===== src/rtl/dsa_pkg.sv =====
// Package for the dense ID slot allocator.
// Holds sizes, codes, controller/datapath structs and a bit search helper.
// Depends on nothing.
package dsa_pkg;

	localparam int MAX_ITEMS = 1024;
	localparam int ID_BASE   = 100;

	localparam int ID_W      = 11;
	localparam int SLOT_W    = $clog2(MAX_ITEMS);
	localparam int CNT_W     = SLOT_W + 1;
	localparam int HANDLE_W  = 32;
	localparam int ERR_W     = 2;

	localparam int FW_BITS   = 32;
	localparam int FW_IDX_W  = $clog2(FW_BITS);
	localparam int NUM_FW    = MAX_ITEMS / FW_BITS;
	localparam int FW_ADDR_W = SLOT_W - FW_IDX_W;

	typedef enum logic {
		OP_ADD = 1'b0,
		OP_DEL = 1'b1
	} op_t;

	typedef enum logic [ERR_W-1:0] {
		ERR_OK       = 2'd0,
		ERR_FULL     = 2'd1,
		ERR_NOT_LIVE = 2'd2
	} err_t;

	typedef enum logic [1:0] {
		ST_IDLE,
		ST_READ,
		ST_EXEC,
		ST_RESP
	} state_t;

	typedef struct packed {
		logic load;
		logic rd;
		logic ex;
		logic push;
	} dsa_cmd_t;

	typedef struct packed {
		logic out_free;
	} dsa_sts_t;

	function automatic logic [FW_IDX_W-1:0] low_bit(input logic [FW_BITS-1:0] v);
		logic [FW_IDX_W-1:0] r;
		r = '0;
		for (int i = FW_BITS - 1; i >= 0; i--) begin
			if (v[i]) begin
				r = FW_IDX_W'(i);
			end
		end
		return r;
	endfunction

endpackage


===== src/rtl/dsa_ctrl.sv =====
// Controller of the dense ID slot allocator: sequences accept, read, update, respond.
// Depends on dsa_pkg.
module dsa_ctrl import dsa_pkg::*; (
	input  logic     clk,
	input  logic     arst_n,
	input  logic     req_valid,
	output logic     req_ready,
	input  dsa_sts_t sts,
	output dsa_cmd_t cmd
);
	state_t state_q, state_d;

	always_ff @(posedge clk or negedge arst_n) begin
		if (!arst_n) begin
			state_q <= ST_IDLE;
		end else begin
			state_q <= state_d;
		end
	end

	always_comb begin
		state_d   = state_q;
		cmd       = '0;
		req_ready = 1'b0;
		case (state_q)
			ST_IDLE: begin
				req_ready = 1'b1;
				if (req_valid) begin
					cmd.load = 1'b1;
					state_d  = ST_READ;
				end
			end
			ST_READ: begin
				cmd.rd  = 1'b1;
				state_d = ST_EXEC;
			end
			ST_EXEC: begin
				cmd.ex  = 1'b1;
				state_d = ST_RESP;
			end
			ST_RESP: begin
				if (sts.out_free) begin
					cmd.push = 1'b1;
					state_d  = ST_IDLE;
				end
			end
			default: begin
				state_d = ST_IDLE;
			end
		endcase
	end

`ifndef ASSERT_OFF
	a_cmd_onehot: assert property (@(posedge clk) disable iff (!arst_n)
		$onehot0({cmd.load, cmd.rd, cmd.ex, cmd.push}))
		else $error("More than one datapath command in a cycle.");
	a_load_then_read: assert property (@(posedge clk) disable iff (!arst_n)
		cmd.load |=> cmd.rd)
		else $error("Read did not follow load.");
	a_read_then_exec: assert property (@(posedge clk) disable iff (!arst_n)
		cmd.rd |=> cmd.ex)
		else $error("Update did not follow read.");
	a_push_needs_room: assert property (@(posedge clk) disable iff (!arst_n)
		cmd.push |-> sts.out_free)
		else $error("Result pushed into a full output register.");
	a_no_accept_busy: assert property (@(posedge clk) disable iff (!arst_n)
		(cmd.rd || cmd.ex) |-> !req_ready)
		else $error("Request accepted while an item is in progress.");
`endif
endmodule


===== config.mk =====
export PLATFORM = sky130hd
export DESIGN_NAME = dsa_ctrl
export DESIGN_NICKNAME = d
export VERILOG_FILES = /design/src/rtl/dsa_pkg.sv /design/src/rtl/dsa_ctrl.sv
export SDC_FILE = /design/constraint.sdc
export NUM_CORES = 1
export LEC_CHECK = 0
export BUFFER_PORTS_ARGS = -buffer_cell sky130_fd_sc_hd__buf_2
export CAP_MARGIN = 25
export CORE_AREA = 2 2 39 41
export DETAILED_ROUTE_END_ITERATION = 7
export DIE_AREA = 0 0 41 43
export SYNTH_ARGS = -nofsm -noshare
export SYNTH_HDL_FRONTEND = slang
export SYNTH_SLANG_ARGS = --single-unit

===== constraint.sdc =====
create_clock -name clk -period 2.4 [get_ports clk]
set_input_delay 0.24 -clock clk [delete_from_list [all_inputs] [get_ports clk]]
set_output_delay 0.24 -clock clk [all_outputs]
set_load 0.03 [all_outputs]

==> metrics.md <==
| Metric | Value |
|---|---|
| Layout area overhead | 53.2% |
| Starting Density | 12.6% |
| Vias in the first global route | 147 |
| Register with the most flip-flops | state_q |
| Layout filler cell count | 160 |
| Final instance area | 267 um2 |
| Unique masters post-synth | 9 |
| Psw | 0.000173 W |
| Sequential Power Share | 18.6% |
| CTS tree | yes |
| Post-Route Skew | 0.00233 ns |
| Power Density | 1460 mW/mm2 |
| Routability Congestion | 0.646 |
| Cell count of the worst reg-to-reg path | 4 |
| Initial antenna violation count | 0 |
| Final hold vios | 0 |
| Logic pwr share | 62.7% |
| Vias per cell | 3.21 |
| Total grt overflow | 0 |
| Worst Setup End Kind | output port |
| Num rows | 14 |
| Htree depth | 1 |
| Crit share post-route | 62.2% |
| Top Ports | 9 |
| # Max-Cap Violations | 0 |
| WS Path Type | reg -> out |
| Clock network fraction of total power | 18.7% |
| First-pass GRT wire length | 552 um |
| Origin of the critical flop-to-flop path | state_q[0]$_DFFE_PN0P_ |
| Critical-path maximum fanout | 4 |
| Seq/Total Area, Yosys | 28.8% |
| Layout Cells excl Fill | 43 |
| Gate Count Post-Synth | 15 |
| Clock Latency Late Sink | 0.22 ns |
| Total power | 0.000389 W |
| Largest net degree at the start of global routing | 5 |
| Total CTS buffers | 3 |
| Post-CTS Setup Repair Bufs | 0 |
| Detailed Route Iter0 Violations | 0 |
| Placed instance count | 39 |
| Vias | 138 |
| Max FFs per register | 2 |
| Total GRT Usage | 5.32% |
| Share of cells above drive strength 1 | 59.3% |
| Horiz. Die Dim | 41 um |
| Register area | 50.0 um2 |
| Outcome | finished, final reports clean |
| WL final | 286 um |
| Final WS setup | 0.907 ns |
| Max Freq | 670 MHz |
| Minimum clock period | 1.49 ns |
| CP arrival | 1.25 ns |
| Final setup violation count | 0 |
| Slew @ Worst Pin | 0.148 ns |
| Crit path cell chain | inv_1 -> ha_1 -> and2_1 -> buf_2 |
| Int Power | 0.000216 W |
| Clk buf depth | 2 |
| CTS Root Buffer Type | clkbuf_4 |
| Placed Area | 234 um2 |
| Final HPWL DP | 239 um |
| Max-slew headroom | 90.1% |
| Syn nets | 23 |
| Sw Ratio | 44.6% |
| RSZ-0062 raised after global routing | false |
| Biggest regs | state_q (2) |
| Post-place setup slack | 1.08 ns |
| Final #Nets | 37 |
| ANT nets after route | 0 |
| Die Y | 43 um |
| Multi-input logic area | 113 um2 |
| Critical path launch point type | flop |
| Worst vdd ir | 0.216 mV |
| Synth Register Bits | 2 |
| Setup TNS | 0 ns |
| Worst Hold Class | in -> async |
| Drt wl/cell | 6.65 um |
| Reg2Reg Setup Slack | 1.09 ns |
| CP peak stage delay | 0.40 ns |
| Clk pin slew, worst setup/hold paths | 0.03 ns |
| Ant diodes | 0 |
| RR Endpoint | state_q[1]$_DFFE_PN0P_ |
| Cell area after synthesis | 174 um2 |
| Leakage power total | 0.149 nW |
| CP max stage cell | dfrtp_1 |
| Mean Syn Cell Area | 11.6 um2 |
| Core area | 0.00138 mm2 |
| DRC | 0 |
| Die ar. | 0.00176 mm2 |
| PortBufs | 8 |
| Required @ worst endpoint | 2.16 ns |
| Synth Warn # | 0 |
| Worst setup endpoint | cmd[3] |
| Fin. max-slew vios | 0 |
| DR pass1 iterations | 1 |
| Sink Count | 2 |
| Crit path from | state_q[0]$_DFFE_PN0P_ |
## worst min-delay path by stage
stage                                  end  slack, ns  cells past startpoint
floorplan           state_q[0]$_DFFE_PN0P_      -0.06                      0
global placement    state_q[1]$_DFFE_PN0P_       0.02                      1
detailed placement  state_q[0]$_DFFE_PN0P_       0.03                      1
CTS                 state_q[0]$_DFFE_PN0P_       0.34                      2
global route        state_q[0]$_DFFE_PN0P_       0.35                      2
finish              state_q[0]$_DFFE_PN0P_       0.34                      2
## power groups by stage
stage	Sequential, W	Clock (W)	Combinational (W)
floorplan	0.0000684	0	0.000207
global placement	0.0000736	0	0.000247
detailed placement	0.0000746	0	0.000247
CTS	0.0000742	0.0000770	0.000249
global route	0.0000788	0.0000816	0.000272
finish	0.0000724	0.0000726	0.000244
## critical path: cells and delay by family, from the launching register on
| kind | cells | cell delay, ns |
|---|---|---|
| adder cells (fa/ha/maj) | 1 | 0.22 |
| buffers and inverters | 2 | 0.27 |
| flip-flops | 1 | 0.40 |
| AND/OR/NAND/NOR | 1 | 0.14 |
## cell type report
type,instances,share of cell area (%)
inverter,3,4.23
multi-input combinational,10,42.3
tap,16,7.51
timing repair buffer,9,18.8
sequential,2,18.8
clock buffer,3,8.45
## synthesized netlist by cell type, drive strengths merged
| cell type | number | share of area, % |
|---|---|---|
| a21oi | 1 | 5.0 |
| and2 | 2 | 7.9 |
| dfrtp | 2 | 29 |
| ha | 4 | 29 |
| inv | 3 | 6.5 |
| mux2 | 1 | 8.6 |
| nor2b | 1 | 7.9 |
| o32a | 1 | 6.5 |
## metal layers
metal / GRT usage [%] / vias up / share of wire (%)
met3: 3.14 / 0 / 5.2
li1: - / 72 / -
met4: 8.00 / 0 / 0
met2: 7.19 / 3 / 65
met1: 3.86 / 63 / 30
met5: 0 / - / 0
## logic make-up (layout without fill, tap and decap cells)
logic type	Yosys count	count (layout)	synth area share, %
AOI/OAI and AO/OA	2	2	11.5
buffers and inverters	3	15	6.47
muxes	1	1	8.63
DFF	2	2	28.8
adders and majority gates	4	4	28.8
and+or+nand+nor	3	3	15.8
## per-stage QoR
step                utilization, %  hold WS [ns]
floorplan                        -       -0.0556
global placement              16.9        0.0246
detailed placement            16.9        0.0251
CTS                           19.3         0.337
global route                  19.3         0.347
finish                        19.3         0.340
## placed cells by master (no fill, tap or decap)
cell,instances
a21oi_2,1
and2_1,1
and2_2,1
buf_2,8
clkbuf_4,3
dfrtp_1,2
dlygate4sd3_1,1
ha_1,4
inv_1,3
mux2_4,1
nor2b_4,1
o32a_2,1
## what timing repair did
action	in CTS	in global routing
resized for setup	0	0
endpoints found under the hold margin	2	0
hold buffers	1	0
Note: power is estimated with default switching activity, not from simulation.
